## config.mk

```make
export PLATFORM = sky130hd
export DESIGN_NAME = sequence_reorder_buffer_core
export DESIGN_NICKNAME = d
export VERILOG_FILES = /design/src/rtl/srb_pkg.sv /design/src/rtl/srb_ram.sv /design/src/rtl/srb_ctrl.sv /design/src/rtl/srb_dp.sv /design/src/rtl/sequence_reorder_buffer_core.sv
export SDC_FILE = /design/constraint.sdc
export NUM_CORES = 1
export LEC_CHECK = 0
export BUFFER_PORTS_ARGS = -buffer_cell sky130_fd_sc_hd__buf_2
export CORE_ASPECT_RATIO = 1.2
export CORE_MARGIN = 2
export CORE_UTILIZATION = 58
export DETAILED_ROUTE_END_ITERATION = 6
export MAX_ROUTING_LAYER = met4
export PLACE_DENSITY_LB_ADDON = 0.05
export SLEW_MARGIN = 40
export SYNTH_ARGS = -nofsm -noshare
export SYNTH_HDL_FRONTEND = slang
export SYNTH_SLANG_ARGS = --single-unit
```

## constraint.sdc

```tcl
create_clock -name aclk -period 10 [get_ports aclk]
set_input_delay 0.5 -clock aclk [delete_from_list [all_inputs] [get_ports aclk]]
set_output_delay 0.5 -clock aclk [all_outputs]
set_load 0.02 [all_outputs]
```

## src/rtl/srb_pkg.sv

```systemverilog
package srb_pkg;

    // Result status codes carried on tuser
    localparam int STATUS_W = 2;

    typedef enum logic [STATUS_W-1:0] {
        ST_RELEASED = 2'd0,
        ST_STALE    = 2'd1,
        ST_BEYOND   = 2'd2
    } srb_status_t;

    // Controller states
    typedef enum logic [2:0] {
        S_IDLE,
        S_CLASS,
        S_DROP,
        S_SCAN,
        S_EMIT
    } srb_state_t;

    // Commands from controller to datapath
    typedef struct packed {
        logic in_ready;   // input channel may take a transfer
        logic store;      // write held block into its slot
        logic emit_drop;  // load a drop result into the output register
        logic emit_rel;   // load a release result, clear slot, advance
    } srb_cmd_t;

    // Status from datapath to controller
    typedef struct packed {
        logic in_fire;    // input transfer this cycle
        logic drop;       // held block cannot be kept
        logic head_valid; // slot of the expected number holds a block
        logic out_free;   // output register can take a result
    } srb_sts_t;

endpackage

```

## src/rtl/srb_ram.sv

```systemverilog
module srb_ram #(
    parameter int WIDTH = 44,
    parameter int DEPTH = 16
) (
    input  logic                     clk,
    input  logic                     we,
    input  logic [$clog2(DEPTH)-1:0] waddr,
    input  logic [WIDTH-1:0]         wdata,
    input  logic [$clog2(DEPTH)-1:0] raddr,
    output logic [WIDTH-1:0]         rdata
);

    logic [WIDTH-1:0] mem [DEPTH];
    logic [WIDTH-1:0] rdata_reg;

    // One write port, one registered read port
    always_ff @(posedge clk) begin
        if (we) begin
            mem[waddr] <= wdata;
        end
        rdata_reg <= mem[raddr];
    end

    assign rdata = rdata_reg;

endmodule

```

## src/rtl/srb_ctrl.sv

```systemverilog
module srb_ctrl
    import srb_pkg::*;
(
    input  logic     aclk,
    input  logic     aresetn,
    input  srb_sts_t sts,
    output srb_cmd_t cmd
);

    srb_state_t state_reg;
    srb_state_t state_next;

    // State register
    always_ff @(posedge aclk) begin
        if (!aresetn) begin
            state_reg <= S_IDLE;
        end else begin
            state_reg <= state_next;
        end
    end

    // Next state and commands
    always_comb begin
        state_next = state_reg;
        cmd        = '0;
        unique case (state_reg)
            S_IDLE: begin
                cmd.in_ready = 1'b1;
                if (sts.in_fire) begin
                    state_next = S_CLASS;
                end
            end
            S_CLASS: begin
                if (sts.drop) begin
                    state_next = S_DROP;
                end else begin
                    cmd.store  = 1'b1;
                    state_next = S_SCAN;
                end
            end
            S_DROP: begin
                if (sts.out_free) begin
                    cmd.emit_drop = 1'b1;
                    state_next    = S_IDLE;
                end
            end
            // read slot of expected number; data is ready next cycle
            S_SCAN: begin
                if (sts.head_valid) begin
                    state_next = S_EMIT;
                end else begin
                    state_next = S_IDLE;
                end
            end
            S_EMIT: begin
                if (sts.out_free) begin
                    cmd.emit_rel = 1'b1;
                    state_next   = S_SCAN;
                end
            end
            default: begin
                state_next = S_IDLE;
            end
        endcase
    end

endmodule

```

## src/rtl/srb_dp.sv

```systemverilog
module srb_dp
    import srb_pkg::*;
#(
    parameter int WINDOW       = 16,
    parameter int SEQ_BITS     = 16,
    parameter int LEN_BITS     = 12,
    parameter int PAYLOAD_BITS = 32,
    parameter int DATA_W       = 64
) (
    input  logic                aclk,
    input  logic                aresetn,
    input  srb_cmd_t            cmd,
    output srb_sts_t            sts,
    input  logic                s_tvalid,
    output logic                s_tready,
    input  logic [DATA_W-1:0]   s_tdata,
    output logic                m_tvalid,
    input  logic                m_tready,
    output logic [DATA_W-1:0]   m_tdata,
    output logic [STATUS_W-1:0] m_tuser,
    output logic                m_tlast
);

    localparam int IDX_W  = $clog2(WINDOW);
    localparam int SLOT_W = LEN_BITS + PAYLOAD_BITS;
    localparam int FLD_W  = SEQ_BITS + SLOT_W;
    localparam logic [IDX_W:0]      WIN_EXT = (IDX_W + 1)'(WINDOW);
    localparam logic [IDX_W-1:0]    IDX_TOP = IDX_W'(WINDOW - 1);
    localparam logic [SEQ_BITS-1:0] WIN_SEQ = SEQ_BITS'(WINDOW);

    // Held input block
    logic [SEQ_BITS-1:0]     seq_reg;
    logic [LEN_BITS-1:0]     len_reg;
    logic [PAYLOAD_BITS-1:0] pay_reg;

    // Window state
    logic [SEQ_BITS-1:0] ne_reg;
    logic [SEQ_BITS-1:0] ne_next;
    logic [IDX_W-1:0]    head_reg;
    logic [IDX_W-1:0]    head_next;
    logic [WINDOW-1:0]   valid_reg;

    // Output register
    logic                    ovalid_reg;
    logic [SEQ_BITS-1:0]     oseq_reg;
    logic [LEN_BITS-1:0]     olen_reg;
    logic [PAYLOAD_BITS-1:0] opay_reg;
    logic [STATUS_W-1:0]     ostat_reg;
    logic                    olast_reg;

    logic [SEQ_BITS-1:0] seq_off;
    logic                behind;
    logic                beyond;
    logic [IDX_W:0]      idx_sum;
    logic [IDX_W-1:0]    idx;
    logic                dup;
    logic                in_fire;
    logic                out_free;
    logic [SLOT_W-1:0]   rd_data;

    assign in_fire  = s_tvalid && cmd.in_ready;
    assign s_tready = cmd.in_ready;
    assign out_free = !ovalid_reg || m_tready;

    // Capture the input transfer
    always_ff @(posedge aclk) begin
        if (in_fire) begin
            seq_reg <= s_tdata[SEQ_BITS-1:0];
            len_reg <= s_tdata[SEQ_BITS +: LEN_BITS];
            pay_reg <= s_tdata[SEQ_BITS + LEN_BITS +: PAYLOAD_BITS];
        end
    end

    // Classify: offset from expected number and slot of the block
    assign seq_off = seq_reg - ne_reg;
    assign behind  = seq_off[SEQ_BITS-1];
    assign beyond  = !behind && (seq_off >= WIN_SEQ);
    assign idx_sum = {1'b0, head_reg} + {1'b0, seq_off[IDX_W-1:0]};
    always_comb begin
        // number wrapped past zero: the block's number is below WINDOW
        if (seq_reg < ne_reg) begin
            idx = seq_reg[IDX_W-1:0];
        end else if (idx_sum >= WIN_EXT) begin
            idx = IDX_W'(idx_sum - WIN_EXT);
        end else begin
            idx = idx_sum[IDX_W-1:0];
        end
    end
    assign dup = valid_reg[idx];

    // Expected number and its slot after one release
    assign ne_next = ne_reg + 1'b1;
    always_comb begin
        if (&ne_reg || head_reg == IDX_TOP) begin
            head_next = '0;
        end else begin
            head_next = head_reg + 1'b1;
        end
    end

    // Slot storage
    srb_ram #(
        .WIDTH(SLOT_W),
        .DEPTH(WINDOW)
    ) u_ram (
        .clk  (aclk),
        .we   (cmd.store),
        .waddr(idx),
        .wdata({pay_reg, len_reg}),
        .raddr(head_reg),
        .rdata(rd_data)
    );

    // Window control state
    always_ff @(posedge aclk) begin
        if (!aresetn) begin
            ne_reg    <= '0;
            head_reg  <= '0;
            valid_reg <= '0;
        end else if (cmd.store) begin
            valid_reg[idx] <= 1'b1;
        end else if (cmd.emit_rel) begin
            valid_reg[head_reg] <= 1'b0;
            ne_reg              <= ne_next;
            head_reg            <= head_next;
        end
    end

    // Output register valid
    always_ff @(posedge aclk) begin
        if (!aresetn) begin
            ovalid_reg <= 1'b0;
        end else if (cmd.emit_drop || cmd.emit_rel) begin
            ovalid_reg <= 1'b1;
        end else if (m_tready) begin
            ovalid_reg <= 1'b0;
        end
    end

    // Output register payload
    always_ff @(posedge aclk) begin
        if (cmd.emit_drop) begin
            oseq_reg  <= seq_reg;
            olen_reg  <= '0;
            opay_reg  <= pay_reg;
            ostat_reg <= beyond ? ST_BEYOND : ST_STALE;
            olast_reg <= 1'b1;
        end else if (cmd.emit_rel) begin
            oseq_reg  <= ne_reg;
            olen_reg  <= rd_data[LEN_BITS-1:0];
            opay_reg  <= rd_data[LEN_BITS +: PAYLOAD_BITS];
            ostat_reg <= ST_RELEASED;
            olast_reg <= !valid_reg[head_next];
        end
    end

    assign m_tvalid = ovalid_reg;
    assign m_tdata  = {{(DATA_W - FLD_W){1'b0}}, opay_reg, olen_reg, oseq_reg};
    assign m_tuser  = ostat_reg;
    assign m_tlast  = olast_reg;

    assign sts.in_fire    = in_fire;
    assign sts.drop       = behind || beyond || dup;
    assign sts.head_valid = valid_reg[head_reg];
    assign sts.out_free   = out_free;

endmodule

```

## src/rtl/sequence_reorder_buffer_core.sv

```systemverilog
// Resequencer for blocks that arrive out of order.
// Input channel s_*: one transfer per block (sequence number, length, handle).
// Output channel m_*: released blocks in sequence order, status on tuser,
// tlast on the final result caused by one input block. A block that is
// stale, a duplicate or beyond the window gives a single drop result with
// length zero and tlast set; the window is then left unchanged.
// Blocks within WINDOW of the expected number are parked in slot memory.
// A drop result passes the classify and drop states before it is registered
// at the output; the first release of a stored block passes classify, slot
// scan and emit. An input block goes through accept, classify, then drop or
// slot scan, plus a scan and an emit per released block, set by the registered
// slot memory read before each release; s_tready is high only in the accept cycle.
// Reset (aresetn low, synchronous) clears all slots and sets the expected
// number to zero; no clearing pass is needed.
// One output register parts the channels: while m_tready is low a pending
// result holds, and the block waits at its next result but can still take
// the next input transfer when it has no result to place.
module sequence_reorder_buffer_core
    import srb_pkg::*;
#(
    parameter int WINDOW       = 16,
    parameter int SEQ_BITS     = 16,
    parameter int LEN_BITS     = 12,
    parameter int PAYLOAD_BITS = 32
) (
    input  logic                aclk,
    input  logic                aresetn,
    // seq_number, block_length, payload (from bit 0 up)
    input  logic [((SEQ_BITS + LEN_BITS + PAYLOAD_BITS + 7) / 8) * 8 - 1:0] s_tdata,
    input  logic                s_tvalid,
    output logic                s_tready,
    // out_seq, out_length, out_payload (from bit 0 up)
    output logic [((SEQ_BITS + LEN_BITS + PAYLOAD_BITS + 7) / 8) * 8 - 1:0] m_tdata,
    // status
    output logic [STATUS_W-1:0] m_tuser,
    output logic                m_tlast,
    output logic                m_tvalid,
    input  logic                m_tready
);

    localparam int DATA_W = ((SEQ_BITS + LEN_BITS + PAYLOAD_BITS + 7) / 8) * 8;

    srb_cmd_t cmd;
    srb_sts_t sts;

    srb_ctrl u_ctrl (
        .aclk   (aclk),
        .aresetn(aresetn),
        .sts    (sts),
        .cmd    (cmd)
    );

    srb_dp #(
        .WINDOW      (WINDOW),
        .SEQ_BITS    (SEQ_BITS),
        .LEN_BITS    (LEN_BITS),
        .PAYLOAD_BITS(PAYLOAD_BITS),
        .DATA_W      (DATA_W)
    ) u_dp (
        .aclk    (aclk),
        .aresetn (aresetn),
        .cmd     (cmd),
        .sts     (sts),
        .s_tvalid(s_tvalid),
        .s_tready(s_tready),
        .s_tdata (s_tdata),
        .m_tvalid(m_tvalid),
        .m_tready(m_tready),
        .m_tdata (m_tdata),
        .m_tuser (m_tuser),
        .m_tlast (m_tlast)
    );

endmodule

```

Word level (Yosys, flattened, before mapping). Memories as Yosys holds them, arrays and structs flattened. A register that Yosys moved wholly into a read port is not among the register bits. Cells that the tools add are included.

Equal/unequal tests: 8. Mux-type cells: 38. Order comparisons: 8. Bitwise operators: 4. Add/subtract/negate cells: 5. Reduce and logical (&&, ||, !) cells: 19.

Operators by type and width (number): $mux W16 (4); $mux W32 (2); $add A16 B1 Y16 const B (1); $and A16 B16 Y16 (1); $ge A16 B5 Y1 const B (1); $lt A16 B16 Y1 (1); $mux W1 (16); $not A16 Y16 (1); $or A16 B16 Y16 (1); $reduce_and A16 Y1 (1); $sub A16 B16 Y16 (1); $lt A4 B5 Y1 const B (3); $pmux W3 S5 (1); $bmux W1 S4 (3); $mux W3 (4); $mux W4 (3); $demux W1 S4 (2); $ge A4 B1 Y1 const B (2); $eq A3 B2 Y1 const B (2); $mux W2 (3); $ne A2 B1 Y1 const B (3); $reduce_bool A2 Y1 (3); $add A4 B4 Y5 (1); $ge A5 B5 Y1 const B (1); other kinds (12) (21).

Memories: 1. Bits in writable memories: 704. Output and inout port bits: 69. Logic and storage cells: 96. Bits in registers: 163.

Memory list: u_dp.u_ram.mem (depth 16, width 44, rd ports 1, clocked after Yosys merged registers in 1, write ports 1, RTL line srb_ram.sv:13) `logic [WIDTH-1:0] mem [DEPTH];`.

Depth between registers and ports, before layout. Gate-level depths: netlist (run 1).

Depth after elaboration: 12. Mapped depth: 16. Depth with buffers taken out: 13.

Modules after synthesis. A second synthesis (run 1) with hierarchy kept.

Cells, all modules: 1792. Area total of the unflattened synthesis: 35097.4 µm².

By module, submodules not included: srb_ram (area each 27266.2 µm², sequential area each 22021.1 µm², instances 1, cells an instance 1142); srb_dp (area each 7637.3 µm², sequential area each 4304.1 µm², instances 1, cells an instance 631); srb_ctrl (area each 193.9 µm², sequential area each 60.1 µm², instances 1, cells an instance 19).

Worst setup path after synthesis (run 1). OpenSTA, ideal clock, no wires.

Kind: reg2reg. From: reg u_dp.seq_reg[0]. To: mem u_dp.u_ram.mem[5][0], enable pin. Cell stages (with the launch flop): 17. Path slack: 4.206 ns. Path buffers: 3. Period minus slack after synthesis: 5.794 ns. Data required time: 9.555 ns. Arrival time: 5.348 ns. Cell sequence: edfxtp_1 buf_2 inv_1 ha_1 inv_1 fa_1 inv_1 fa_1 clkbuf_1 mux4_2 mux2_2 nand2_1 o21ai_1 o21ai_1 buf_2 nand3_1 nor2_1.

Word-level cells in the longest chain between the ends: 12. Elaborated cells on any way between the ends: 18. Classes of those cells: 3 x add/sub; 3 x order compare; 8 x mux; 4 x reduce/logical.

Ends and longest elaborated chain: start: declaration (RTL line srb_dp.sv:32) `logic [SEQ_BITS-1:0] seq_reg;`; start signal: assignment (RTL line srb_dp.sv:68) `seq_reg <= s_tdata[SEQ_BITS-1:0];`; $sub A16 B16 Y16 (RTL line srb_dp.sv:75) `assign seq_off = seq_reg - ne_reg;`; $add A4 B4 Y5 (RTL line srb_dp.sv:78) `assign idx_sum = {1'b0, head_reg} + {1'b0, seq_off[IDX_W-1:0]};`; $sub A4 B1 Y4 or $ge A5 B5 Y1 (tied branches) (RTL line srb_dp.sv:84, srb_dp.sv:83); $mux W4 (RTL line srb_dp.sv:83) `end else if (idx_sum >= WIN_EXT) begin`; $mux W4 (RTL line srb_dp.sv:81) `if (seq_reg < ne_reg) begin`; $bmux W1 S4 (RTL line srb_dp.sv:89) `assign dup = valid_reg[idx];`; $mux W1 (not written as such) (RTL line srb_dp.sv:89); $logic_or A1 B1 Y1 (RTL line srb_dp.sv:163) `assign sts.drop = behind || beyond || dup;`; $mux W1 (RTL line srb_ctrl.sv:34) `if (sts.drop) begin`; $mux W1 (RTL line srb_ctrl.sv:26) `unique case (state_reg)`; $mux W1 (RTL line srb_ram.sv:18) `if (we) begin`; $mux W1 (not written as such) (RTL line srb_ram.sv:19) `mem[waddr] <= wdata;`; end: declaration (RTL line srb_ram.sv:13).

Several ways; a longest one is shown, not always the timed one. The select of a mux whose other input is x is not followed.

Final worst setup path (run 1).
From: reg u_dp.seq_reg[0]. To: mem u_dp.u_ram.mem[2][35], enable pin.

The elaborated chain is that of the path after synthesis.

==> results of run 1 <==
==> synthesized netlist by cell type, drive strengths merged (15+ instances only) <==
library cell    n  area [µm²]
nand2          53         199
dfxtp          97        1940
a211oi         15         113
xnor2          16         140
buf            41         189
mux2           37         417
clkbuf         46         173
inv            32         120
ha             24         300
edfxtp        814       24400
mux4          233        5250
a21oi          31         155
o21ai          33         165
nand3          22         115
nor2           55         206
==> timing repair <==
action	in CTS	in global routing
resized for setup	0	0
hold buffers	8	0
hold endpoints to repair	8	0
endpoints found under the setup margin	0	0
==> metal layers <==
layer	wire [µm]	GRT usage, %	part of all wire [%]
met4	1790	7.67	2.4
met1	30400	32.8	41
met2	38600	41.5	52
met3	3380	3.06	4.6
met5	0	-	0
==> power by group through the flow <==
stage | clock (mW) | combinational, mW | sequential, mW
global placement | 0 | 0.190 | 4.34
floorplan | 0 | 0.113 | 4.33
CTS | 3.45 | 0.196 | 4.26
detailed placement | 0 | 0.193 | 4.35
finish | 3.38 | 0.194 | 4.27
global route | 3.60 | 0.209 | 4.27
==> stage by stage <==
| stage | worst slack [ps] | instance area [µm²] |
|---|---|---|
| 4_1_cts | 4540 | 40100 |
| 3_5_place_dp | 4560 | 37100 |
| 6_report | 4710 | 40200 |
| 5_1_grt | 4350 | 40200 |
| 3_3_place_gp | 4650 | 37000 |
| 2_1_floorplan | 4210 | 35300 |
==> how the worst min path moves through the flow <==
stage	from	to	slack [ps]	cells after the start
global placement	u_dp.u_ram.rdata[2]$_DFF_P_	u_dp.olen_reg[2]$_SDFFE_PP0P_	440	1
finish	s_tdata[28]	u_dp.pay_reg[0]$_DFFE_PP_	40	1
detailed placement	u_dp.u_ram.rdata[4]$_DFF_P_	u_dp.olen_reg[4]$_SDFFE_PP0P_	440	1
floorplan	u_dp.u_ram.rdata[1]$_DFF_P_	u_dp.olen_reg[1]$_SDFFE_PP0P_	430	1
global route	s_tdata[7]	u_dp.seq_reg[7]$_DFFE_PP_	10	1
CTS	s_tdata[28]	u_dp.pay_reg[0]$_DFFE_PP_	0.3	1
==> cells by family (layout without fill, tap and decap cells) <==
family	Yosys count	in the layout	share of synthesized area [%]
xor+xnor	22	22	0.610
flops	911	911	74.7
fa+ha+maj	26	26	0.964
other cells	1	4	0.0106
buf+inv	119	363	1.36
simple gates	186	186	2.60
mux	277	277	16.2
compound gates	166	166	3.46
==> area by class of cell <==
| type | count | area, µm² |
|---|---|---|
| flip-flops and latches | 911 | 26400 |
| fillers | 4047 | 20300 |
| multi-input cells | 681 | 8580 |
| clock buffers | 124 | 2440 |
| repair buffers | 170 | 1110 |
| well taps | 808 | 1010 |
| clock inverters | 37 | 522 |
| inverters | 32 | 121 |
==> critical path: stages (launching register included) <==
cell and delay (ps):
edfxtp_1 570, inv_1 150, ha_1 170, inv_1 50, fa_1 530, inv_1 70, fa_1 720, mux4_2 360
mux2_2 280, nand2_1 60, o21ai_1 60, o21ai_1 600, nand3_1 510, nor2_4 180, buf_4 360, buf_12 290
==> cell usage in the layout, fill, tap and decap left out, types with 5 or more instances in the layout <==
master,count
nand2_1,53
nor2_1,40
a22o_1,12
clkbuf_1,27
buf_2,128
dlygate4sd3_1,8
edfxtp_1,814
a21o_1,7
o21a_1,6
a211oi_1,15
o211ai_1,6
and2_1,5
buf_4,12
clkinv_1,6
nor2_4,15
a31oi_1,8
ha_1,24
clkinv_2,13
bufinv_16,11
buf_6,17
xnor2_1,16
nor3_1,11
a21oi_1,31
inv_1,28
clkbuf_16,89
mux2_2,37
nor2b_1,8
nand4_1,5
mux4_2,233
nand3_1,21
clkbuf_8,8
mux2i_1,6
o21ai_0,30
dfxtp_1,94
a41oi_1,12
==> impl_results.md, run 1 <==
- CP Capture Type: flop
- Final Power: 7.84 mW
- Max Cap Viol: 0
- First-pass GRT wire length: 111 mm
- Avg WL per Cell: 26.9 µm
- IO Pins: 137
- Die X: 229 µm
- Fin. max-slew vios: 0
- Clock slew at reported path FFs: 60 ps
- H-tree levels: 3
- GRT overflow: 0
- Largest net degree at the start of global routing: 74
- Worst setup startpoint: u_dp.seq_reg[0]$_DFFE_PP_
- Residual DRC count: 0
- Initial Utilization: 58.4%
- Hold_ws: 40.3 ps
- Die height: 274 µm
- Synthesis-to-layout area growth: 13.8%
- Fin Clk Skew: 21.9 ps
- Async SR Flop Fraction: 0%
- Final wirelength: 74.2 mm
- Critical-path maximum fanout: 26
- Max reg flops: 704
- DRT Pass-1 Iters: 5
- Hold Fails Final Rpt: 0
- RSZ-0062 raised after global routing: no
- Worst skew pair latency: 630 ps
- Peak VDD IR: 0.000150 V
- Part of the power in combinational logic: 2.5%
- Via density: 6.13
- Register area share after synthesis: 74.7%
- Worst r2r src: u_dp.seq_reg[0]$_DFFE_PP_
- Share of total power in sequential cells: 54.4%
- Final #Nets: 1,977
- CTS root buf: clkbuf_16
- GP Congestion: 0.899
- Status: finished, final reports clean
- Pleak: 12.7 nW
- Synth Register Bits: 911
- Via count: 16,900
- Vias in the first global route: 17,400
- End point of the critical path: u_dp.u_ram.mem[2][35]$_DFFE_PP_
- R2r endpoint: u_dp.u_ram.mem[2][35]$_DFFE_PP_
- Total placed cells including tap cells: 2,593
- Commonest register cell after synthesis: edfxtp_1
- CTS tree: yes
- Final period util: 52.9%
- Final TNS setup: 0 ps
- Post-CTS Setup Inserts: 0
- Endpoints failing setup: 0
- Post-synth EDFFs: 814
- Core region area: 60,400 µm²
- Max_slew headroom: 43.9%
- Initial antenna violation count: 0
- Pwr dens: 195 nW/µm²
- Mapped Cells: 1,708
- Crit Path Category: reg -> reg
- IO buf count: 128
- Detailed Place HPWL: 38.2 mm
- Ys Warns: 0
- Clk network pwr share: 43.1%
- Total CTS buffers: 87
- Layout cells sized above 1: 30.6%
- Sw Share: 20.2%
- Total clock sinks: 911
- Crit path DAT: 5600 ps
- Initial DRC count: 1,413
- Finished Layout Cells: 2,763
- Max clock buf depth: 3
- R2R Setup Slk: 4710 ps
- Avg Inst Size Synth: 20.7 µm²
- Int Pwr: 6.26 mW
- Hold Crit Class: in -> reg
- Sw Pwr: 1.58 mW
- R2R depth: 15
- Die ar.: 62,900 µm²
- Startpoint Class: flop
- Fin crit period: 5290 ps
- Detail Route Antenna Nets: 0
- Netlist cell types: 69
- CP required: 10,310 ps
- Num rows: 99
- Tightest Pin Transition: 835 ps
- All-Layer GR Usage: 25.0%
- ANT cells: 0
- Final core occ: 66.5%
- Max Freq: 189 MHz
- Syn Std Cell Area: 35,300 µm²
No activity file was read; power rests on OpenSTA's default activity.
==> run 2: changes to the inputs <==
==> constraint.sdc (replaced) <==
create_clock -name aclk -period 4.9 [get_ports aclk]
set_input_delay 0.245 -clock aclk [delete_from_list [all_inputs] [get_ports aclk]]
set_output_delay 0.245 -clock aclk [all_outputs]
set_load 0.02 [all_outputs]
==> impl_results.md, run 2 (same netlist as run 1, synthesis figures left out) <==
- Status: finished, final reports clean
- Synthesis-to-layout area growth: 15.6%
- Die ar.: 62,900 µm² (unchanged)
- Final core occ: 67.5% (+1.1 points)
- GP Congestion: 0.897 (-0.23%)
- Most common cell after layout, fill and taps aside: edfxtp_1
- Fin. max-slew vios: 0 (unchanged)
- Hold Fails Final Rpt: 0 (unchanged)
- All-Layer GR Usage: 24.9% (-0.053 points)
- Post-CTS resize count: 0 (unchanged)
- Layout cells sized above 1: 30.0% (-0.54 points)
- Worst skew pair latency: 640 ps (about the same)
- Final worst setup slack: 246 ps (-4470 ps)
- Num rows: 99 (unchanged)
- Detail Route Antenna Nets: 0 (unchanged)
- Core region area: 60,400 µm² (unchanged)
- Detailed Place HPWL: 40.2 mm (+5.2%)
- Peak VDD IR: 0.000322 V (+110%)
- Final #Nets: 2,040 (+3.2%)
- Most frequent cells in the layout: 814 x edfxtp_1, 233 x mux4_2, 128 x buf_2
- IO buf count: 128 (unchanged)
- Avg WL per Cell: 26.1 µm (-3.0%)
- Residual DRC count: 0 (unchanged)
- CP required: 5190 ps (-5120 ps)
- Initial antenna violation count: 0 (unchanged)
- Vias in the first global route: 17,800 (+2.8%)
- Max Cap Viol: 0 (unchanged)
- Via density: 6.14 (+0.11%)
- First-pass GRT wire length: 112 mm (+0.77%)
- Crit path DAT: 4940 ps (-660 ps)
- Crit Path Category: reg -> reg
- Total clock sinks: 911 (unchanged)
- Max_slew headroom: 43.7% (-0.17 points)
- CTS root buf: clkbuf_16
- Via count: 17,400 (+2.5%)
- Final wirelength: 73.7 mm (-0.68%)
- Final period util: 95.0% (+42 points)
- Endpoints failing setup: 0 (unchanged)
- IO Pins: 137 (unchanged)
- Total CTS buffers: 88 (+1.1%)
- Initial DRC count: 1,448 (+2.5%)
- CP Capture Type: flop
- Fin Clk Skew: 20.9 ps (-1.03 ps)
- Die height: 274 µm (unchanged)
- Max clock buf depth: 3 (unchanged)
- GRT overflow: 0 (unchanged)
- Initial Utilization: 58.4% (unchanged)
- DRT Pass-1 Iters: 5 (unchanged)
- Max reg flops: 704 (unchanged)
- Pwr dens: 386 nW/µm² (+98%)
- Total placed cells including tap cells: 2,602 (+0.35%)
- H-tree levels: 3 (unchanged)
- Final TNS setup: 0 ps (unchanged)
- Max Freq: 215 MHz (+14%)
- Pre-CTS WS: 240 ps (-4320 ps)
- Hold Crit Class: in -> reg
- Tightest Pin Transition: 844 ps (+9.03 ps)
- Fin crit period: 4650 ps (-634 ps)
- Final Power: 15.7 mW (+100%)
- Clock slew at reported path FFs: 60 ps (about the same)
- Die X: 229 µm (unchanged)
- RSZ-0062 raised after global routing: no
- Post-CTS Setup Inserts: 0 (unchanged)
- ANT cells: 0 (unchanged)
- Startpoint Class: flop
- Pleak: 13.0 nW (+2.0%)
- CTS tree: yes
- Finished Layout Cells: 2,828 (+2.4%)
- Largest net degree at the start of global routing: 72 (-2.7%)
- Post-cts hold buffer count: 62 (+54)
- Critical-path maximum fanout: 44 (+69%)
- Filler cells: 4,002 (-1.1%)
==> run 2: critical path: stages (launching register included) <==
cell	delay [ps]
edfxtp_1	390
inv_1	110
ha_1	170
inv_1	50
fa_1	520
inv_1	60
fa_1	710
mux4_2	360
and3b_1	320
a2111oi_4	550
nand3_1	430
nor2_4	230
buf_12	340
==> run 2: worst paths after layout <==
kind | startpoint | end | slack (ps) | cells after the start
worst min-delay path | s_tvalid | u_dp.seq_reg[0]$_DFFE_PP_ | 30 | 2
worst max-delay path | u_dp.seq_reg[0]$_DFFE_PP_ | u_dp.u_ram.mem[1][34]$_DFFE_PP_ | 250 | 12
worst max register to register | u_dp.seq_reg[0]$_DFFE_PP_ | u_dp.u_ram.mem[1][34]$_DFFE_PP_ | 250 | 12
worst min register to register | u_dp.u_ram.rdata[1]$_DFF_P_ | u_dp.olen_reg[1]$_SDFFE_PP0P_ | 450 | 1
==> run 2: layer usage <==
metal / part of all wire, % / GRT usage, % / vias up / routed length [µm]
met3: 5.0 / 3.37 / 100 / 3670
met2: 52 / 41.6 / 503 / 38400
met5: 0 / - / - / 0
li1: - / - / 7550 / -
met4: 1.9 / 6.87 / 0 / 1400
met1: 41 / 32.7 / 9201 / 30300
==> run 2: cell type report <==
class,count,area (µm²),area share [%]
Inverter,32,121,0.297
Clock inverter,30,309,0.757
Clock buffer,134,2540,6.22
Tap cell,808,1010,2.48
Multi-Input combinational cell,681,8570,21.0
Sequential cell,911,26400,64.7
Timing Repair Buffer,232,1870,4.58
==> run 2: where the power goes <==
group | switching, mW | internal, mW
registers | 0.139 | 8.57
logic | 0.269 | 0.170
clock network | 2.79 | 3.81
==> run 2: through the flow <==
step           hold WS (ps)  instance area, µm²
3_3_place_gp            421               37300
4_1_cts                5.43               40800
3_5_place_dp            423               37300
5_1_grt                12.5               40800
6_report               29.8               40800
2_1_floorplan           344               35400
